===== src/rtl/surplus_power_diversion_controller_assert.svh =====
// Assertion macros shared by the diversion controller modules
`ifndef SURPLUS_POWER_DIVERSION_CONTROLLER_ASSERT_SVH
`define SURPLUS_POWER_DIVERSION_CONTROLLER_ASSERT_SVH

`ifndef SYNTHESIS
`define SPDC_ASSERT_IMP(label, clk, rst_n, ante, cons) \
	label: assert property (@(posedge clk) disable iff (!rst_n) (ante) |-> (cons)) \
		else $error("assertion failed");
`define SPDC_ASSERT_NXT(label, clk, rst_n, ante, cons) \
	label: assert property (@(posedge clk) disable iff (!rst_n) (ante) |=> (cons)) \
		else $error("assertion failed");
`else
`define SPDC_ASSERT_IMP(label, clk, rst_n, ante, cons)
`define SPDC_ASSERT_NXT(label, clk, rst_n, ante, cons)
`endif

`endif


===== src/rtl/spdc_pkg.sv =====
// Package: types, codes and constants of the diversion controller
`timescale 1ns / 1ps
package spdc_pkg;

	localparam int LOAD_W   = 16;
	localparam int TARGET_W = 15;
	localparam int BASE_W   = 7;
	localparam int POWER_W  = 17;
	localparam int PCT_W    = 7;
	localparam int ACC_W    = 15;
	localparam int ERR_W    = 18;
	localparam int MAG_W    = 17;
	localparam int QUO_W    = 32;
	localparam int REM_W    = 17;
	localparam int STEP_W   = 33;
	localparam int SUM_W    = 35;
	localparam int CFG_IDX_W  = 2;
	localparam int CFG_DATA_W = 16;
	localparam int DIV_STEPS  = QUO_W;
	localparam int CNT_W      = $clog2(DIV_STEPS);

	localparam logic [ACC_W-1:0]    FULL_SCALE  = 15'd25344;
	localparam logic [QUO_W-1:0]    STEP_GAIN   = 32'd25600;
	localparam logic [PCT_W-1:0]    MAX_PERCENT = 7'd99;
	localparam logic [LOAD_W-1:0]   LOAD_RST    = 16'd1000;
	localparam logic [TARGET_W-1:0] TARGET_RST  = -15'sd40;
	localparam logic [BASE_W-1:0]   BASE_RST    = 7'd20;

	localparam logic [CFG_IDX_W-1:0] REG_LOAD   = 2'd0;
	localparam logic [CFG_IDX_W-1:0] REG_TARGET = 2'd1;
	localparam logic [CFG_IDX_W-1:0] REG_BASE   = 2'd2;

	typedef enum logic [1:0] {
		MODE_OFF  = 2'd0,
		MODE_ON   = 2'd1,
		MODE_ECO  = 2'd2,
		MODE_BASE = 2'd3
	} mode_t;

	typedef enum logic [2:0] {
		ST_IDLE,
		ST_MULT,
		ST_DIV,
		ST_STEP,
		ST_FIN
	} state_t;

	typedef struct packed {
		logic load_in;
		logic mult;
		logic div_step;
		logic step;
		logic commit;
	} cmd_t;

	typedef struct packed {
		logic kind;
	} status_t;

endpackage


===== src/rtl/spdc_ctrl.sv =====
// Controller state machine: sequences accept, multiply, divide, step and commit
`timescale 1ns / 1ps
`include "surplus_power_diversion_controller_assert.svh"
module spdc_ctrl
	import spdc_pkg::*;
(
	input  logic    clk,
	input  logic    arst_n,
	input  logic    in_valid,
	output logic    in_ready,
	output logic    out_valid,
	input  logic    out_ready,
	input  status_t status,
	output cmd_t    cmd
);

	state_t             state_q, state_d;
	logic [CNT_W-1:0]   cnt_q;
	logic               out_valid_q;
	logic               out_free;

	assign out_free  = !out_valid_q || out_ready;
	assign out_valid = out_valid_q;

	always_ff @(posedge clk or negedge arst_n) begin
		if (!arst_n) begin
			state_q     <= ST_IDLE;
			cnt_q       <= '0;
			out_valid_q <= 1'b0;
		end else begin
			state_q <= state_d;
			if (cmd.div_step)
				cnt_q <= cnt_q + CNT_W'(1);
			else
				cnt_q <= '0;
			if (cmd.commit)
				out_valid_q <= 1'b1;
			else if (out_ready)
				out_valid_q <= 1'b0;
		end
	end

	always_comb begin
		state_d  = state_q;
		cmd      = '0;
		in_ready = 1'b0;
		unique case (state_q)
			ST_IDLE: begin
				in_ready = 1'b1;
				if (in_valid) begin
					cmd.load_in = 1'b1;
					state_d     = ST_MULT;
				end
			end
			ST_MULT: begin
				cmd.mult = 1'b1;
				state_d  = status.kind ? ST_FIN : ST_DIV;
			end
			ST_DIV: begin
				cmd.div_step = 1'b1;
				if (cnt_q == CNT_W'(DIV_STEPS - 1))
					state_d = ST_STEP;
			end
			ST_STEP: begin
				cmd.step = 1'b1;
				state_d  = ST_FIN;
			end
			ST_FIN: begin
				if (out_free) begin
					cmd.commit = 1'b1;
					state_d    = ST_IDLE;
				end
			end
			default: state_d = ST_IDLE;
		endcase
	end

	`SPDC_ASSERT_IMP(a_commit_free, clk, arst_n, cmd.commit, !out_valid_q || out_ready)
	`SPDC_ASSERT_NXT(a_accept_mult, clk, arst_n, in_valid && in_ready, state_q == ST_MULT)
	`SPDC_ASSERT_IMP(a_div_len, clk, arst_n, state_q == ST_STEP, $past(cnt_q) == CNT_W'(DIV_STEPS - 1))

endmodule


===== src/rtl/spdc_dp.sv =====
// Datapath: configuration, error multiply, serial divider, accumulator and mode
`timescale 1ns / 1ps
`include "surplus_power_diversion_controller_assert.svh"
module spdc_dp
	import spdc_pkg::*;
(
	input  logic                  clk,
	input  logic                  arst_n,
	input  logic                  cfg_we,
	input  logic [CFG_IDX_W-1:0]  cfg_index,
	input  logic [CFG_DATA_W-1:0] cfg_data,
	input  logic                  in_kind,
	input  logic [POWER_W-1:0]    in_power,
	input  cmd_t                  cmd,
	output status_t               status,
	output logic [PCT_W-1:0]      drive_percent,
	output logic [PCT_W-1:0]      controller_percent,
	output logic [1:0]            mode_now
);

	logic [LOAD_W-1:0]          load_q;
	logic signed [TARGET_W-1:0] target_q;
	logic [BASE_W-1:0]          base_q;

	logic                       kind_q;
	logic signed [ERR_W-1:0]    err_q;
	logic [REM_W-1:0]           rem_q;
	logic [QUO_W-1:0]           quo_q;
	logic signed [STEP_W-1:0]   step_q;
	logic [ACC_W-1:0]           accum_q;
	mode_t                      mode_q;
	logic [PCT_W-1:0]           last_drive_q;
	logic [PCT_W-1:0]           drive_out_q, ctrl_out_q;
	logic [1:0]                 mode_out_q;

	logic [ERR_W-1:0]           err_abs;
	logic [REM_W:0]             shifted, trial;
	logic                       err_pos, importing;
	logic signed [ERR_W-1:0]    target_mag;
	logic [QUO_W-1:0]           quo_eff;
	logic signed [STEP_W-1:0]   step_raw;
	logic signed [SUM_W-1:0]    sum;
	logic [ACC_W-1:0]           accum_new;
	logic [PCT_W-1:0]           ctrl_new, base_eff, drive_new;
	mode_t                      mode_next;

	always_ff @(posedge clk or negedge arst_n) begin
		if (!arst_n) begin
			load_q   <= LOAD_RST;
			target_q <= TARGET_RST;
			base_q   <= BASE_RST;
		end else if (cfg_we) begin
			unique case (cfg_index)
				REG_LOAD:   load_q   <= cfg_data[LOAD_W-1:0];
				REG_TARGET: target_q <= cfg_data[TARGET_W-1:0];
				REG_BASE:   base_q   <= cfg_data[BASE_W-1:0];
				default: ;
			endcase
		end
	end

	always_comb begin
		err_abs    = err_q[ERR_W-1] ? ERR_W'(-err_q) : ERR_W'(err_q);
		shifted    = {rem_q, quo_q[QUO_W-1]};
		trial      = shifted - {{(REM_W + 1 - LOAD_W){1'b0}}, load_q};
		err_pos    = !err_q[ERR_W-1] && (err_q != '0);
		target_mag = target_q[TARGET_W-1] ? -ERR_W'(target_q) : ERR_W'(target_q);
		importing  = err_pos && (err_q > target_mag);
		quo_eff    = (load_q == '0) ? '0 : quo_q;
		step_raw   = err_pos ? -$signed({1'b0, quo_eff}) : $signed({1'b0, quo_eff});
	end

	always_ff @(posedge clk) begin
		if (cmd.load_in) begin
			kind_q <= in_kind;
			err_q  <= $signed({in_power[POWER_W-1], in_power})
				- ERR_W'(target_q);
		end
		if (cmd.mult) begin
			rem_q <= '0;
			quo_q <= {{(QUO_W - MAG_W){1'b0}}, err_abs[MAG_W-1:0]} * STEP_GAIN;
		end else if (cmd.div_step) begin
			if (!trial[REM_W]) begin
				rem_q <= trial[REM_W-1:0];
				quo_q <= {quo_q[QUO_W-2:0], 1'b1};
			end else begin
				rem_q <= shifted[REM_W-1:0];
				quo_q <= {quo_q[QUO_W-2:0], 1'b0};
			end
		end
		if (cmd.step)
			step_q <= importing ? (step_raw >>> 1) : (step_raw >>> 2);
	end

	always_comb begin
		sum = $signed({{(SUM_W - ACC_W){1'b0}}, accum_q}) + SUM_W'(step_q);
		if (sum < 0)
			accum_new = '0;
		else if (sum >= $signed({{(SUM_W - ACC_W){1'b0}}, FULL_SCALE}))
			accum_new = FULL_SCALE;
		else
			accum_new = sum[ACC_W-1:0];
		ctrl_new  = accum_new[ACC_W-1:ACC_W-PCT_W];
		base_eff  = (base_q > MAX_PERCENT) ? MAX_PERCENT : base_q;
		case (mode_q)
			MODE_OFF:  drive_new = '0;
			MODE_ON:   drive_new = MAX_PERCENT;
			MODE_ECO:  drive_new = ctrl_new;
			MODE_BASE: drive_new = (ctrl_new < base_eff) ? base_eff : ctrl_new;
			default:   drive_new = '0;
		endcase
		mode_next = mode_t'(mode_q + 2'd1);
	end

	always_ff @(posedge clk or negedge arst_n) begin
		if (!arst_n) begin
			accum_q      <= '0;
			mode_q       <= MODE_ECO;
			last_drive_q <= '0;
		end else if (cmd.commit) begin
			if (kind_q) begin
				mode_q <= mode_next;
			end else begin
				accum_q      <= accum_new;
				last_drive_q <= drive_new;
			end
		end
	end

	always_ff @(posedge clk) begin
		if (cmd.commit) begin
			if (kind_q) begin
				drive_out_q <= last_drive_q;
				ctrl_out_q  <= accum_q[ACC_W-1:ACC_W-PCT_W];
				mode_out_q  <= mode_next;
			end else begin
				drive_out_q <= drive_new;
				ctrl_out_q  <= ctrl_new;
				mode_out_q  <= mode_q;
			end
		end
	end

	assign status.kind        = kind_q;
	assign drive_percent      = drive_out_q;
	assign controller_percent = ctrl_out_q;
	assign mode_now           = mode_out_q;

	`SPDC_ASSERT_IMP(a_accum_range, clk, arst_n, 1'b1, accum_q <= FULL_SCALE)
	`SPDC_ASSERT_NXT(a_key_mode, clk, arst_n, cmd.commit && kind_q, mode_q == mode_t'($past(mode_q) + 2'd1))
	`SPDC_ASSERT_IMP(a_drive_range, clk, arst_n, 1'b1, last_drive_q <= MAX_PERCENT)

endmodule


===== src/rtl/surplus_power_diversion_controller.sv =====
// Top level of the surplus power diversion controller
//
// Input stream s_*: one transfer per item. s_tuser is the item kind (0 power
// report, 1 key press), s_tdata[16:0] the signed net power in watts.
// Output stream m_*: one transfer per input item carrying drive percent,
// controller percent and the mode after the item.
// Configuration channel cfg_*: always ready; index 0 load watts, 1 target
// watts, 2 base percent; other indexes are ignored. Write only while idle.
// A power report goes through these steps: the error is formed at the
// transfer edge, then the multiply, the bit-serial restoring divider, the
// step scaling and the clamp and commit. A key press skips the divider
// and the step scaling. s_tready returns in the cycle after the result is
// registered.
// One item is in work at a time; s_tready is high only while idle.
// A result waits in the output register while m_tready is low; the next item
// may be accepted meanwhile and stalls at commit until the register frees.
// Reset clears the accumulator and last drive, sets eco mode and restores the
// configuration defaults (1000 W, -40 W, 20 %).
`timescale 1ns / 1ps
module surplus_power_diversion_controller
	import spdc_pkg::*;
(
	input  logic                  clk,
	input  logic                  arst_n,
	input  logic                  s_tvalid,
	output logic                  s_tready,
	input  logic [23:0]           s_tdata,   // [16:0] power_watts, rest zero
	input  logic                  s_tuser,   // [0] kind
	output logic                  m_tvalid,
	input  logic                  m_tready,
	output logic [15:0]           m_tdata,   // [6:0] drive_percent,
	                                         // [13:7] controller_percent,
	                                         // [15:14] mode_now
	input  logic                  cfg_valid,
	output logic                  cfg_ready,
	input  logic [CFG_IDX_W-1:0]  cfg_index,
	input  logic [CFG_DATA_W-1:0] cfg_data
);

	cmd_t             cmd;
	status_t          status;
	logic [PCT_W-1:0] drive_percent, controller_percent;
	logic [1:0]       mode_now;

	assign cfg_ready = 1'b1;

	spdc_ctrl u_ctrl (
		.clk       (clk),
		.arst_n    (arst_n),
		.in_valid  (s_tvalid),
		.in_ready  (s_tready),
		.out_valid (m_tvalid),
		.out_ready (m_tready),
		.status    (status),
		.cmd       (cmd)
	);

	spdc_dp u_dp (
		.clk                (clk),
		.arst_n             (arst_n),
		.cfg_we             (cfg_valid && cfg_ready),
		.cfg_index          (cfg_index),
		.cfg_data           (cfg_data),
		.in_kind            (s_tuser),
		.in_power           (s_tdata[POWER_W-1:0]),
		.cmd                (cmd),
		.status             (status),
		.drive_percent      (drive_percent),
		.controller_percent (controller_percent),
		.mode_now           (mode_now)
	);

	assign m_tdata = {mode_now, controller_percent, drive_percent};

endmodule


===== config.mk =====
export PLATFORM = sky130hd
export DESIGN_NAME = surplus_power_diversion_controller
export DESIGN_NICKNAME = d
export VERILOG_FILES = /design/src/rtl/spdc_pkg.sv /design/src/rtl/spdc_ctrl.sv /design/src/rtl/spdc_dp.sv /design/src/rtl/surplus_power_diversion_controller.sv
export VERILOG_INCLUDE_DIRS = /design/src /design/src/rtl
export SDC_FILE = /design/constraint.sdc
export NUM_CORES = 1
export LEC_CHECK = 0
export BUFFER_PORTS_ARGS = -buffer_cell sky130_fd_sc_hd__buf_2
export CAP_MARGIN = 40
export CORE_ASPECT_RATIO = 0.6
export CORE_MARGIN = 3
export CORE_UTILIZATION = 30
export CTS_BUF_LIST = sky130_fd_sc_hd__clkbuf_4 sky130_fd_sc_hd__clkbuf_8 sky130_fd_sc_hd__clkbuf_16
export CTS_CLUSTER_SIZE = 16
export DETAILED_ROUTE_END_ITERATION = 7
export PLACE_DENSITY = 0.53
export SYNTH_ARGS = -nofsm -noshare
export SYNTH_HDL_FRONTEND = slang
export SYNTH_SLANG_ARGS = --single-unit
export TNS_END_PERCENT = 100

===== constraint.sdc =====
create_clock -name clk -period 12.85 [get_ports clk]
set_input_delay 1.9275 -clock clk [delete_from_list [all_inputs] [get_ports clk]]
set_output_delay 1.9275 -clock clk [all_outputs]
set_load 0.05 [all_outputs]

## Word level (Yosys, flattened, before mapping)

Cells that the tools add are included.

| cells by class | value |
|---|---|
| $mul | 1 |
| equal/unequal tests | 13 |
| $add $sub $neg | 8 |
| muxes and demuxes | 33 |
| bitwise logic cells | 1 |
| reductions and logical operators | 17 |
| $lt $le $gt $ge | 5 |

Operators with widths:

| operator | count |
|---|---|
| two-way mux 32 bit | 3 |
| >= comparator 35 x 16 -> 1 bit (second input constant) | 1 |
| < comparator 35 x 1 -> 1 bit (second input constant) | 1 |
| two-way mux 17 bit | 2 |
| adder 16 x 32 -> 33 bit | 1 |
| two-way mux 33 bit | 1 |
| negator 32 -> 33 bit | 1 |
| two-way mux 31 bit | 1 |
| two-way mux 15 bit | 2 |
| two-way mux 7 bit | 4 |
| one-hot mux 7 bit (4 select lines) | 1 |
| multiplier 17 x 5 -> 22 bit (second input constant) | 1 |
| > comparator 18 bit | 1 |
| two-way mux 18 bit | 1 |
| negator 15 -> 18 bit | 1 |
| nonzero test 18 bit | 1 |
| subtractor 17 x 15 -> 18 bit | 1 |
| subtractor 18 x 16 -> 18 bit | 1 |
| negator 17 bit | 1 |
| zero test 16 bit | 1 |
| one-hot mux 3 bit (5 select lines) | 1 |
| two-way mux 3 bit | 4 |
| two-way mux 1 bit | 11 |
| AND reduction 2 bit | 4 |
| 22 further kinds | 31 |

| word-level totals | value |
|---|---|
| word-level logic and storage cells | 96 |
| bits in registers | 187 |
| input port bits | 48 |
| output and inout bits | 19 |

## Longest topological paths before layout

Gate-level depths: netlist of run 1.

| depth | value |
|---|---|
| depth in word-level cells | 8 |
| mapped depth | 23 |
| depth with buffers taken out | 22 |

## By module

From an unflattened synthesis of run 1, not the netlist that was laid out.

| unflattened totals | value |
|---|---|
| cell total of the unflattened synthesis | 1574 |
| area, all modules | 14462.6 µm² |

By module, submodules not included:

| module | area each (µm²) | cells each | sequential area each (µm²) | times used |
|---|---|---|---|---|
| spdc_dp | 13983.4 | 1529 | 4789.6 | 1 |
| spdc_ctrl | 467.9 | 43 | 225.2 | 1 |
| surplus_power_diversion_controller | 11.3 | 2 | 0.0 | 1 |

## Worst setup path before layout of run 1

Ideal clock, no wire load.

| timing | value |
|---|---|
| kind | register -> register |
| start | register u_dp.accum_q[0] |
| end | register u_dp.drive_out_q[5], in the netlist u_dp.drive_percent[5] (data pin) |
| data arrival time | 4.878 ns |
| clock period less this slack | 5.151 ns |
| cell stages (with the launch flop) | 23 |
| setup slack | 7.699 ns |
| setup time | 0.273 ns |
| data required time | 12.577 ns |
| buffers on the path | 2 |
| cells stage by stage | dfrtp_1 ha_1 fa_1 a211oi_1 o21a_1 or4_4 buf_6 o21ai_4 a2111o_1 a221o_1 nor4_2 nand3_2 buf_2 nand2b_4 inv_1 ha_1 a21o_1 a21o_1 a221oi_1 o21ai_1 and3_1 a221oi_2 o221ai_1 |

| on the way | value |
|---|---|
| cells in the longest elaborated chain, start to end | 8 |
| elaborated cells between the ends (all ways) | 9 |
| those cells by class | add/sub (1); order compare (3); mux (5) |

Ends and longest elaborated chain:

| element | line | RTL |
|---|---|---|
| start: declaration | spdc_dp.sv:30 | `logic [ACC_W-1:0] accum_q;` |
| start signal: assignment | spdc_dp.sv:124 | `accum_q <= accum_new;` |
| adder 16 x 32 -> 33 bit * | spdc_dp.sv:96 | `sum = $signed({{(SUM_W - ACC_W){1'b0}}, accum_q}) + SUM_W'(step_q);` |
| >= comparator 35 x 16 -> 1 bit | spdc_dp.sv:99 | `else if (sum >= $signed({{(SUM_W - ACC_W){1'b0}}, FULL_SCALE}))` |
| two-way mux 15 bit | spdc_dp.sv:99 |  |
| two-way mux 15 bit * | spdc_dp.sv:97 | `if (sum < 0)` |
| via u_dp.accum_new[12] | spdc_dp.sv:43 | `logic [ACC_W-1:0] accum_new;` |
| < comparator 7 bit * | spdc_dp.sv:109 | `MODE_BASE: drive_new = (ctrl_new < base_eff) ? base_eff : ctrl_new;` |
| two-way mux 7 bit * | spdc_dp.sv:109 |  |
| one-hot mux 7 bit (4 select lines) * | spdc_dp.sv:105 | `case (mode_q)` |
| two-way mux 7 bit * | n/a |  |
| end signal: assignment | spdc_dp.sv:133 | `drive_out_q <= last_drive_q;` |
| end signal: assignment | spdc_dp.sv:137 | `drive_out_q <= drive_new;` |
| end: declaration | spdc_dp.sv:33 | `logic [PCT_W-1:0] drive_out_q, ctrl_out_q;` |

The timed path passes the listed nets; every way through them passes the cells marked *.
A chain may end at the register's enable or synchronous reset.

## Final worst setup path of run 1

| timing | value |
|---|---|
| start | register u_dp.step_q[0] |
| end | register u_dp.drive_out_q[6], in the netlist u_dp.drive_percent[6] (data pin) |

| on the way | value |
|---|---|
| cells in the longest elaborated chain, start to end | 8 |
| elaborated cells between the ends (all ways) | 9 |
| those cells by class | add/sub (1); order compare (3); mux (5) |

Ends and longest elaborated chain:

| element | line | RTL |
|---|---|---|
| start: declaration | spdc_dp.sv:29 | `logic signed [STEP_W-1:0] step_q;` |
| start signal: assignment | spdc_dp.sv:92 | `step_q <= importing ? (step_raw >>> 1) : (step_raw >>> 2);` |
| adder 16 x 32 -> 33 bit * | spdc_dp.sv:96 |  |
| >= comparator 35 x 16 -> 1 bit | spdc_dp.sv:99 |  |
| two-way mux 15 bit | spdc_dp.sv:99 |  |
| two-way mux 15 bit * | spdc_dp.sv:97 |  |
| via u_dp.accum_new[13] | spdc_dp.sv:43 |  |
| < comparator 7 bit * | spdc_dp.sv:109 |  |
| two-way mux 7 bit * | spdc_dp.sv:109 |  |
| one-hot mux 7 bit (4 select lines) * | spdc_dp.sv:105 |  |
| two-way mux 7 bit * | n/a |  |

Marked as above.

==> out/qor.yml, run 1 <==
status: "finished clean"
design.die.area_um2: 51280
clock_latency_ns: 0.46
worst_pin_slew_ns: 0.9606
dominantRegCellSynth: "edfxtp_1"
post_cts_buffers: 0
p_total_uw: 4639
post-dp-hpwl_mm: 29.37
cts-root-buf: "clkbuf_16"
rsz0062_at_grt: "false"
critPathLaunchType: "flip-flop"
vias: 11950
grt_pass1_vias: 11390
drt_iter0_drc: 933
setup_viol_count_final: 0
clk_path_buf_depth: 2
setup_slack_ns: 6.125
tns_ns: 0
numCtsBuffers: 17
min_period_over_period: 0.5233
drtPass1Iterations: 5
cp_max_fo: 25
fmax_ghz: 0.1487
synth.largest_area_cell: "edfxtp_1"
start_util: 0.3091
post-place-ws_ns: 6.302
r2r-start: "u_dp.step_q[0]"
min_to: "u_ctrl.cnt_q[0]"
cts_hold_buf: 0
grt_overflow_total: 0
htreeDepth: 4
synth_top_area_frac: 0.1836
routabilityCongestion: 0.8669
port_buffers: 58
cts_resized: 0
hold_viol: 0
ir_drop_v: 0.0002476
crit_arrival_ns: 6.92
power_density_nw_per_um2: 286.3
antenna_found_initial: 0
cts_tree: "done"
synth.avg_cell_area_um2: 9.102
yosysUniqueCellTypes: 96
yosys_register_bits: 187
routed_via_density: 5.247
diodes: 0
critical_path.startpoint: "u_dp.step_q[0]"
required_ns: 13.05
fin_worst_skew_ns: 0.01102
routed_wl_mm: 37.34
synth_edf_count: 89
worstSetupPathType: "flip-flop to flip-flop"
grt_pass1_wl_mm: 61.05
slew-limit-headroom: 0.3528
yosys-top-cells-area: "edfxtp_1 18%, ha_1 12%, dfrtp_1 8.8%"
route.detailed.drc: 0
syn_inst: 1599
cts_sinks: 187
max_cap_viol_count: 0
area_growth_pct: 11.35
yosysSeqAreaShare: 0.3446
num_rows: 61
syn_area_um2: 14550
ys_warn_count: 0
period_minus_slack_ns: 6.725
async_reset_ff_frac: 0.3797
fp.dieW_um: 290.4
grt_max_degree: 72
drtAntennaViolNets: 0
clkTransAtPathRegs_ns: 0.08
min_path_type: "flip-flop to flip-flop"
r2r_slack_ns: 6.13
fillers: 4803
io_pins: 67
reg2reg_depth: 19
nets: 1831
wire_per_inst_um: 16.40
die_h_um: 176.6
crit_path_end_kind: "flip-flop"
drive_above_1_share: 0.1196
r2r-end: "u_dp.drive_percent[6]"
p_leak_uw: 0.006841
grt.total_usage: 0.1471
core_um2: 47090
maxSlewViolCount: 0
hp-start: "u_ctrl.cnt_q[0]"
holdPathStages: 1
## cell type report
cell class / instances / area [um2] / share of cell area
repair buffers: 73 / 483.0 / 0.02980
clock buffers: 17 / 425.4 / 0.02625
flip-flops and latches: 187 / 5015 / 0.3095
well taps: 630 / 788.3 / 0.04864
inverters: 130 / 488.0 / 0.03011
multi-input cells: 1225 / 8818 / 0.5442
clock inverters: 15 / 187.7 / 0.01158
## flip-flops by register name, indices dropped and copies added, names as in the netlist
| register | count |
|---|---|
| u_dp.load_q | 16 |
| u_ctrl.cnt_q | 5 |
| u_dp.drive_percent | 7 |
| u_dp.status | 1 |
| u_dp.mode_now | 2 |
| u_dp.quo_q | 32 |
| u_dp.err_q | 18 |
| u_dp.step_q | 32 |
| u_dp.base_q | 7 |
| u_dp.last_drive_q | 7 |
| u_ctrl.out_valid | 1 |
| u_dp.accum_q | 15 |
| u_dp.target_q | 15 |
| u_ctrl.state_q | 3 |
| u_dp.mode_q | 2 |
| u_dp.rem_q | 17 |
| u_dp.controller_percent | 7 |
## cells by family (layout without fill, tap and decap cells)
logic type / count (synthesis) / in the layout / share of synthesized area
AOI/OAI and AO/OA: 436 / 436 / 0.2072
xor gates and xnor gates: 96 / 96 / 0.05777
adders and majority gates: 150 / 150 / 0.1365
buffers and inverters: 190 / 235 / 0.05210
DFF: 187 / 187 / 0.3446
muxes: 48 / 48 / 0.03525
other: 1 / 4 / 0.0002577
and+or+nand+nor: 491 / 491 / 0.1664
## metrics by stage
step	cells	utilization	instance area (um2)	hold WS, ns
final	2277	0.3441	16210	0.4747
after global routing	2277	0.3441	16210	0.5062
after CTS	2277	0.3441	16210	0.4774
after detailed placement	2245	0.3311	15590	0.4662
after global placement	2240	0.3287	15480	0.4528
after floorplan	1602	-	14570	0.4319
## placed cells by master, fill, tap and decap left out, drive strengths merged, types with 15 or more instances in the layout
master / count
nand2: 173
inv: 140
ha: 134
o21ai: 127
nor2: 95
edfxtp: 89
a21oi: 78
buf: 73
xnor2: 68
dfrtp: 51
nand3: 40
nor3: 35
a22o: 32
o31ai: 29
xor2: 28
dfxtp: 27
mux2: 26
a21o: 25
o21a: 23
mux2i: 22
nand4: 20
dfstp: 20
clkbuf: 17
fa: 15
nor2b: 15
## Yosys cell counts (all sizes together) (13+ instances only)
| cell | instances |
|---|---|
| nand2 | 173 |
| ha | 134 |
| inv | 130 |
| o21ai | 127 |
| nor2 | 95 |
| edfxtp | 89 |
| a21oi | 78 |
| xnor2 | 68 |
| dfrtp | 51 |
| clkbuf | 40 |
| nand3 | 40 |
| nor3 | 35 |
| a22o | 32 |
| o31ai | 29 |
| xor2 | 28 |
| dfxtp | 27 |
| mux2 | 26 |
| a21o | 25 |
| o21a | 23 |
| mux2i | 22 |
| buf | 20 |
| dfstp | 20 |
| nand4 | 20 |
| fa | 15 |
| nor2b | 15 |
| nand2b | 14 |
| nor4 | 14 |
| or2 | 14 |
| and3 | 13 |
## worst max-delay path: stages (launching register included)
cell and delay [ns]:
edfxtp_1 0.40, ha_1 0.24, fa_1 0.44, a211oi_1 0.41, o21a_1 0.28, nor3_1 0.08
nor3_2 0.50, o2111ai_1 0.41, a41o_1 0.38, a2111oi_4 0.31, nand3_2 0.57, o21ai_0 0.52
inv_1 0.12, ha_1 0.32, and4_1 0.22, a221oi_1 0.25, o21ai_1 0.26, and3_1 0.33
a221oi_2 0.25, o221ai_1 0.16
## power breakdown
group	internal, uW	switching, uW	leakage (uW)
logic	1310	1720	0.00462
clock network	282	281	0.000301
registers	880	173	0.00192
total	2470	2170	0.00684
## routing by layer
| layer | GRT usage | part of all wire | up-vias |
|---|---|---|---|
| met5 | 0 | 0 | - |
| met3 | 0.02646 | 0.054 | 21 |
| met2 | 0.2070 | 0.39 | 294 |
| met4 | 0.02307 | 0.0064 | 0 |
| met1 | 0.2335 | 0.55 | 5725 |
| li1 | - | - | 5907 |
## worst max-delay path by stage
stage,end,cells after the start
after floorplan,u_dp.drive_percent[5],22
after global placement,u_dp.drive_percent[6],19
after detailed placement,u_dp.drive_percent[6],19
after CTS,u_dp.drive_percent[6],19
after global routing,u_dp.drive_percent[0],20
final,u_dp.drive_percent[6],19
(Power assumes the default switching activity.)
==> run 2: changes to the inputs <==
--- a/config.mk
+++ b/config.mk
@@ -6,6 +6,7 @@
 export SDC_FILE = /design/constraint.sdc
 export NUM_CORES = 1
 export LEC_CHECK = 0
+export ABC_AREA = 1
 export BUFFER_PORTS_ARGS = -buffer_cell sky130_fd_sc_hd__buf_2
 export CAP_MARGIN = 40
 export CORE_ASPECT_RATIO = 0.6
@@ -14,7 +15,7 @@
 export CTS_BUF_LIST = sky130_fd_sc_hd__clkbuf_4 sky130_fd_sc_hd__clkbuf_8 sky130_fd_sc_hd__clkbuf_16
 export CTS_CLUSTER_SIZE = 16
 export DETAILED_ROUTE_END_ITERATION = 7
-export PLACE_DENSITY = 0.53
+export PLACE_DENSITY = 0.54
 export SYNTH_ARGS = -nofsm -noshare
 export SYNTH_HDL_FRONTEND = slang
 export SYNTH_SLANG_ARGS = --single-unit
==> constraint.sdc (replaced) <==
create_clock -name clk -period 6 [get_ports clk]
set_input_delay 0.9 -clock clk [delete_from_list [all_inputs] [get_ports clk]]
set_output_delay 0.9 -clock clk [all_outputs]
set_load 0.05 [all_outputs]
==> run 2 against run 1 <==
Effect of this change:
- die area increased by 1.5%
- area after synthesis increased by 1.6%
- sequential share of layout area shrank 0.62 points
- clock-buffer cell count increased by 1
- critical path type unchanged
- largest cell class unchanged
==> out/qor.yml, run 2 <==
ys_warn_count: 0
route.detailed.drc: 0
drtPass1Iterations: 5
grt_max_degree: 56
crit_arrival_ns: 5.65
syn_inst: 1987
synth_edf_count: 89
post-dp-hpwl_mm: 30.81
synth_compound_area_frac: 0.1263
synthAdderAreaFrac: 0.1337
slew-limit-headroom: 0.4622
io_pins: 67
highest_layer: "met4"
drive_above_1_share: 0.1095
clkTransAtPathRegs_ns: 0.08
yosysSeqAreaShare: 0.3392
critPathLaunchType: "flip-flop"
post-synth-top-count-cell: "nand2_1"
routabilityCongestion: 0.8858
yosys_register_bits: 187
p_leak_uw: 0.008071
ir_drop_v: 0.0003870
cts_hold_buf: 0
yosys-top-cells-area: "edfxtp_1 18%, nand2_1 13%, ha_1 11%"
crit_top_cell: "nand2_1"
clk_path_buf_depth: 2
period_minus_slack_ns: 5.451
numCtsBuffers: 17
cp_max_fo: 5
wire_per_inst_um: 14.00
fmax_ghz: 0.1834
reg2reg_depth: 30
maxSlewViolCount: 0
required_ns: 6.19
max_cap_viol_count: 0
cts_tree: "done"
routed_via_density: 4.724
post_cts_buffers: 0
setup_viol_count_final: 0
tns_ns: 0
synth_common_cells: "494 x nand2_1, 330 x inv_1, 151 x o21ai_0"
grt.total_usage: 0.1497
synth.largest_area_cell: "edfxtp_1"
drt_iter0_drc: 878
clock_latency_ns: 0.45
area_growth_pct: 11.86
worstSetupPathType: "flip-flop to flip-flop"
grt_overflow_total: 0
dr_wl_met3_mm: 1.644
grt_pass1_wl_mm: 63.05
cts_resized: 0
yosysUniqueCellTypes: 57
synth.avg_cell_area_um2: 7.440
async_reset_ff_frac: 0.3797
final_design_area_no_fill_um2: 16540
placed_area_um2: 15920
nets: 2239
start_util: 0.3064
routed_wl_mm: 37.74
largestRegisters: "u_dp.quo_q: 32 flops, u_dp.step_q: 32 flops, u_dp.err_q: 18 flops"
hold_ws_ns: 0.3103
fillers: 5175
fp.dieW_um: 292.6
fin_worst_skew_ns: 0.01682
power_density_nw_per_um2: 555.5
crit_path_end_kind: "flip-flop"
slowest_stage: "fa_1"
mostFrequentLayoutCell: "nand2_1"
min_period_over_period: 0.9086
cts-root-buf: "clkbuf_16"
die_h_um: 178.0
cts_sinks: 187
p_total_uw: 9186
final_util: 0.3427
rsz0062_at_grt: "true"
worst_pin_slew_ns: 0.8058
synth_top_family_by_area: "simple AND/OR/NAND/NOR gates"
syn_area_um2: 14780
critPathMaxStageDelay_ns: 0.53
layout_common_cells: "494 x nand2_1, 330 x inv_1, 151 x o21ai_0, 147 x nor2_1, 134 x ha_1"
m1WireLength_mm: 21.48
synth_xor_area_frac: 0.05806
synth.mux.area_fraction: 0
vias: 12740
status: "finished clean"
synth_top_area_frac: 0.1808
core_um2: 48250
port_buffers: 58
grt_pass1_vias: 12380
htreeDepth: 4
num_rows: 62
dominantRegCellSynth: "edfxtp_1"
min_path_type: "input port to asynchronous set/reset pin"
dr_wl_met2_mm: 14.41
antenna_found_initial: 0
hold_viol: 0
design.die.area_um2: 52070
drtAntennaViolNets: 0
synthSimpleGateAreaFrac: 0.2429
[run 2: cell types whose count changed in the layout (fill, tap and decap cells not counted), sizes merged, moves of 22 or more]
cell / previous run / this run
nand2: 173 / 515
a22o: 32 / 3
o21ai: 127 / 160
nor2: 95 / 167
inv: 140 / 351
xor2: 28 / 66
mux2i: 22 / 0
mux2: 26 / 0
xnor2: 68 / 32
o31ai: 29 / 0
a21o: 25 / 3
nand3: 40 / 77
[run 2: path summary, 6_finish.rpt]
kind                       slack (ns)             from                   end
min reg2reg                      0.47  u_ctrl.cnt_q[0]       u_ctrl.cnt_q[0]
min                              0.31           arst_n  u_dp.last_drive_q[6]
max in group asynchronous        5.06           arst_n      u_dp.target_q[6]
min in group clk                 0.47  u_ctrl.cnt_q[0]       u_ctrl.cnt_q[0]
max reg2reg                      0.55    u_dp.err_q[0]        u_dp.quo_q[30]
max                              0.55    u_dp.err_q[0]        u_dp.quo_q[30]
[run 2: per-stage QoR]
step	std cells	worst slack, ns
after global placement	2657	0.3325
after global routing	2695	-0.04128
after CTS	2695	0.3368
after detailed placement	2663	0.3643
after floorplan	1990	1.065
final	2696	0.5486
[run 2: final cells by class]
cell class                      count  area (um2)  area share
Multi-Input combinational cell   1415        8347      0.5047
Sequential cell                   187        5015      0.3032
Clock buffer                       18       432.9     0.02618
Tap cell                          640       800.8     0.04842
Antenna cell                        1       2.502   0.0001513
Inverter                          348        1306     0.07899
Clock inverter                     14       157.7    0.009533
Timing Repair Buffer               73       475.5     0.02875
[run 2: power breakdown]
| part | switching, uW | total, uW | internal (uW) |
|---|---|---|---|
| logic | 3760 | 5900 | 2140 |
| registers | 251 | 2130 | 1880 |
| clock network | 557 | 1150 | 596 |
| total | 4570 | 9190 | 4620 |
[run 2: per-layer routing]
metal  vias to the layer above  global-route usage
met3                        16             0.02176
li1                       6559                   -
met1                      5953              0.2399
met2                       208              0.2111
met5                         -                   0
met4                         0             0.02337
[run 2: critical path, delay by kind of cell (launching register included)]
| family | cells | cell delay [ns] |
|---|---|---|
| fa+ha+maj | 5 | 1.59 |
| simple gates | 11 | 1.56 |
| compound gates | 8 | 1.05 |
| flops | 1 | 0.45 |
| buf+inv | 5 | 0.36 |
| xor+xnor | 1 | 0.22 |
[run 2: kinds of logic (layout without fill, tap and decap cells)]
kind of cell / Yosys count / count (layout)
and+or+nand+nor: 833 / 833
buffers and inverters: 388 / 453
AOI/OAI and AO/OA: 331 / 331
DFF: 187 / 187
adders and majority gates: 149 / 149
xor gates and xnor gates: 98 / 98
other: 1 / 5
==> run 3: changes to the inputs <==
--- a/config.mk
+++ b/config.mk
@@ -15,7 +15,7 @@
 export CTS_BUF_LIST = sky130_fd_sc_hd__clkbuf_4 sky130_fd_sc_hd__clkbuf_8 sky130_fd_sc_hd__clkbuf_16
 export CTS_CLUSTER_SIZE = 16
 export DETAILED_ROUTE_END_ITERATION = 7
-export PLACE_DENSITY = 0.54
+export PLACE_DENSITY = 0.52
 export SYNTH_ARGS = -nofsm -noshare
 export SYNTH_HDL_FRONTEND = slang
 export SYNTH_SLANG_ARGS = --single-unit
==> run 3 against run 2 <==
Effect of this change:
- sequential share of layout area about the same
- critical path depth unchanged
- total power decreased by 0.24%
- fmax increased by 0.12%
- setup slack improved by 0.0065 ns
- flip-flop and latch count unchanged
- clock-buffer cell count increased by 3
- core utilization about the same
- critical endpoint unchanged
==> out/qor.yml, run 3 (same netlist as run 2, synthesis figures left out) <==
route.detailed.drc: 0
htreeDepth: 4
die_h_um: 178.0
fp.dieW_um: 292.6
drt_iter0_drc: 843
grt_pass1_wl_mm: 63.38
p_leak_uw: 0.008091
port_buffers: 58
crit_buf_inv: 5
grt_pass1_vias: 12320
clock_latency_ns: 0.46
setup_viol_count_final: 0
p_total_uw: 9164
placed_area_um2: 15950
critPathLaunchType: "flip-flop"
crit_cells: 30
largestRegisters: "u_dp.quo_q: 32 flops, u_dp.step_q: 32 flops, u_dp.err_q: 18 flops"
final_design_area_no_fill_um2: 16540
power_density_nw_per_um2: 553.9
drtAntennaViolNets: 0
drtPass1Iterations: 5
min_path_type: "input port to asynchronous set/reset pin"
routed_wl_mm: 37.89
num_rows: 62
period_minus_slack_ns: 5.445
cts_tree: "done"
slowest_stage: "fa_1"
hold_viol: 0
tns_ns: 0
worstSetupPathType: "flip-flop to flip-flop"
required_ns: 6.20
reg2reg_depth: 30
design.die.area_um2: 52070
fillers: 5179
min_period_over_period: 0.9075
max_cap_viol_count: 0
nets: 2240
io_pins: 67
crit_path_end_kind: "flip-flop"
grt.total_usage: 0.1517
crit_arrival_ns: 5.65
maxSlewViolCount: 0
worst_pin_slew_ns: 0.7989
cts_hold_buf: 0
cts_sinks: 187
mostFrequentLayoutCell: "nand2_1"
grt_max_degree: 56
fmax_ghz: 0.1837
ir_drop_v: 0.0003821
area_growth_pct: 11.91
diodes: 0
clkTransAtPathRegs_ns: 0.08
crit_top_cell: "nand2_1"
antenna_found_initial: 0
drive_above_1_share: 0.1099
final_util: 0.3429
cts-root-buf: "clkbuf_16"
cp_top_family: "adder cells"
post-dp-hpwl_mm: 31.06
wire_per_inst_um: 14.05
grt_overflow_total: 0
start_util: 0.3064
core_um2: 48250
status: "finished clean"
numCtsBuffers: 17
cp_max_fo: 5
fin_worst_skew_ns: 0.01645
rsz0062_at_grt: "false"
clk_path_buf_depth: 2
routed_via_density: 4.698
vias: 12670
slew-limit-headroom: 0.4668
routabilityCongestion: 0.8642
layout_common_cells: "494 x nand2_1, 330 x inv_1, 150 x o21ai_0, 147 x nor2_1, 134 x ha_1"
critPathMaxStageDelay_ns: 0.53
[run 3: cell types whose count changed in the layout (fill, tap and decap cells not counted), moves of 2 or more]
| cell | change |
|---|---|
| clkinvlp_4 | -3 |
| clkinv_4 | +2 |
| inv_4 | +2 |
| clkbuf_4 | +2 |
| inv_8 | -2 |
[run 3: final timing paths]
kind	from	slack, ns	endpoint
worst max register to register	u_dp.err_q[0]	0.56	u_dp.quo_q[30]
worst min register to register	u_ctrl.cnt_q[0]	0.47	u_ctrl.cnt_q[0]
max in group asynchronous	arst_n	5.06	u_dp.target_q[12]
worst min-delay path	arst_n	0.31	u_dp.last_drive_q[6]
min in group clk	u_ctrl.cnt_q[0]	0.47	u_ctrl.cnt_q[0]
worst max-delay path	u_dp.err_q[0]	0.56	u_dp.quo_q[30]
[run 3: metal layers]
metal  vias up  GRT usage  wire (um)
met1      5870     0.2422      21350
met5         -          0          0
met3        16    0.02777       2114
met2       238     0.2114      14200
li1       6541          -          -
met4         0    0.02191        219
[run 3: area by class of cell]
class / instances / area [um2] / share of cell area
well taps: 640 / 800.8 / 0.04840
repair buffers: 74 / 503.0 / 0.03040
inverters: 348 / 1306 / 0.07895
clock inverters: 11 / 100.1 / 0.006050
flip-flops and latches: 187 / 5015 / 0.3031
multi-input cells: 1415 / 8347 / 0.5045
clock buffers: 21 / 473.0 / 0.02859
[run 3: where the power goes]
part,internal [uW],total (uW),switching (uW),leakage (uW)
registers,1880,2130,251,0.00193
clock network,583,1130,546,0.000289
logic,2150,5900,3750,0.00588
total,4610,9160,4550,0.00809
[run 3: worst reg2reg max path, delay by kind of cell, from the launching register on]
family          cells  cell delay, ns
simple gates       11            1.59
xor+xnor            1            0.22
flops               1            0.44
buf+inv             5            0.36
compound gates      8            1.00
fa+ha+maj           5            1.59
[run 3: what timing repair did]
item | in CTS | in global routing
resized for setup | 0 | 5
setup endpoints to repair | 0 | 3
buffers inserted | 0 | 0
[run 3: metrics by stage]
stage / hold slack [ns] / setup slack [ns] / instances
4_1_cts: 0.3012 / 0.3190 / 2696
6_report: 0.3135 / 0.5551 / 2696
3_5_place_dp: 0.4556 / 0.3402 / 2664
2_1_floorplan: 0.4319 / 1.065 / 1990
3_3_place_gp: 0.4513 / 0.3871 / 2657
5_1_grt: 0.3057 / 0.04715 / 2696
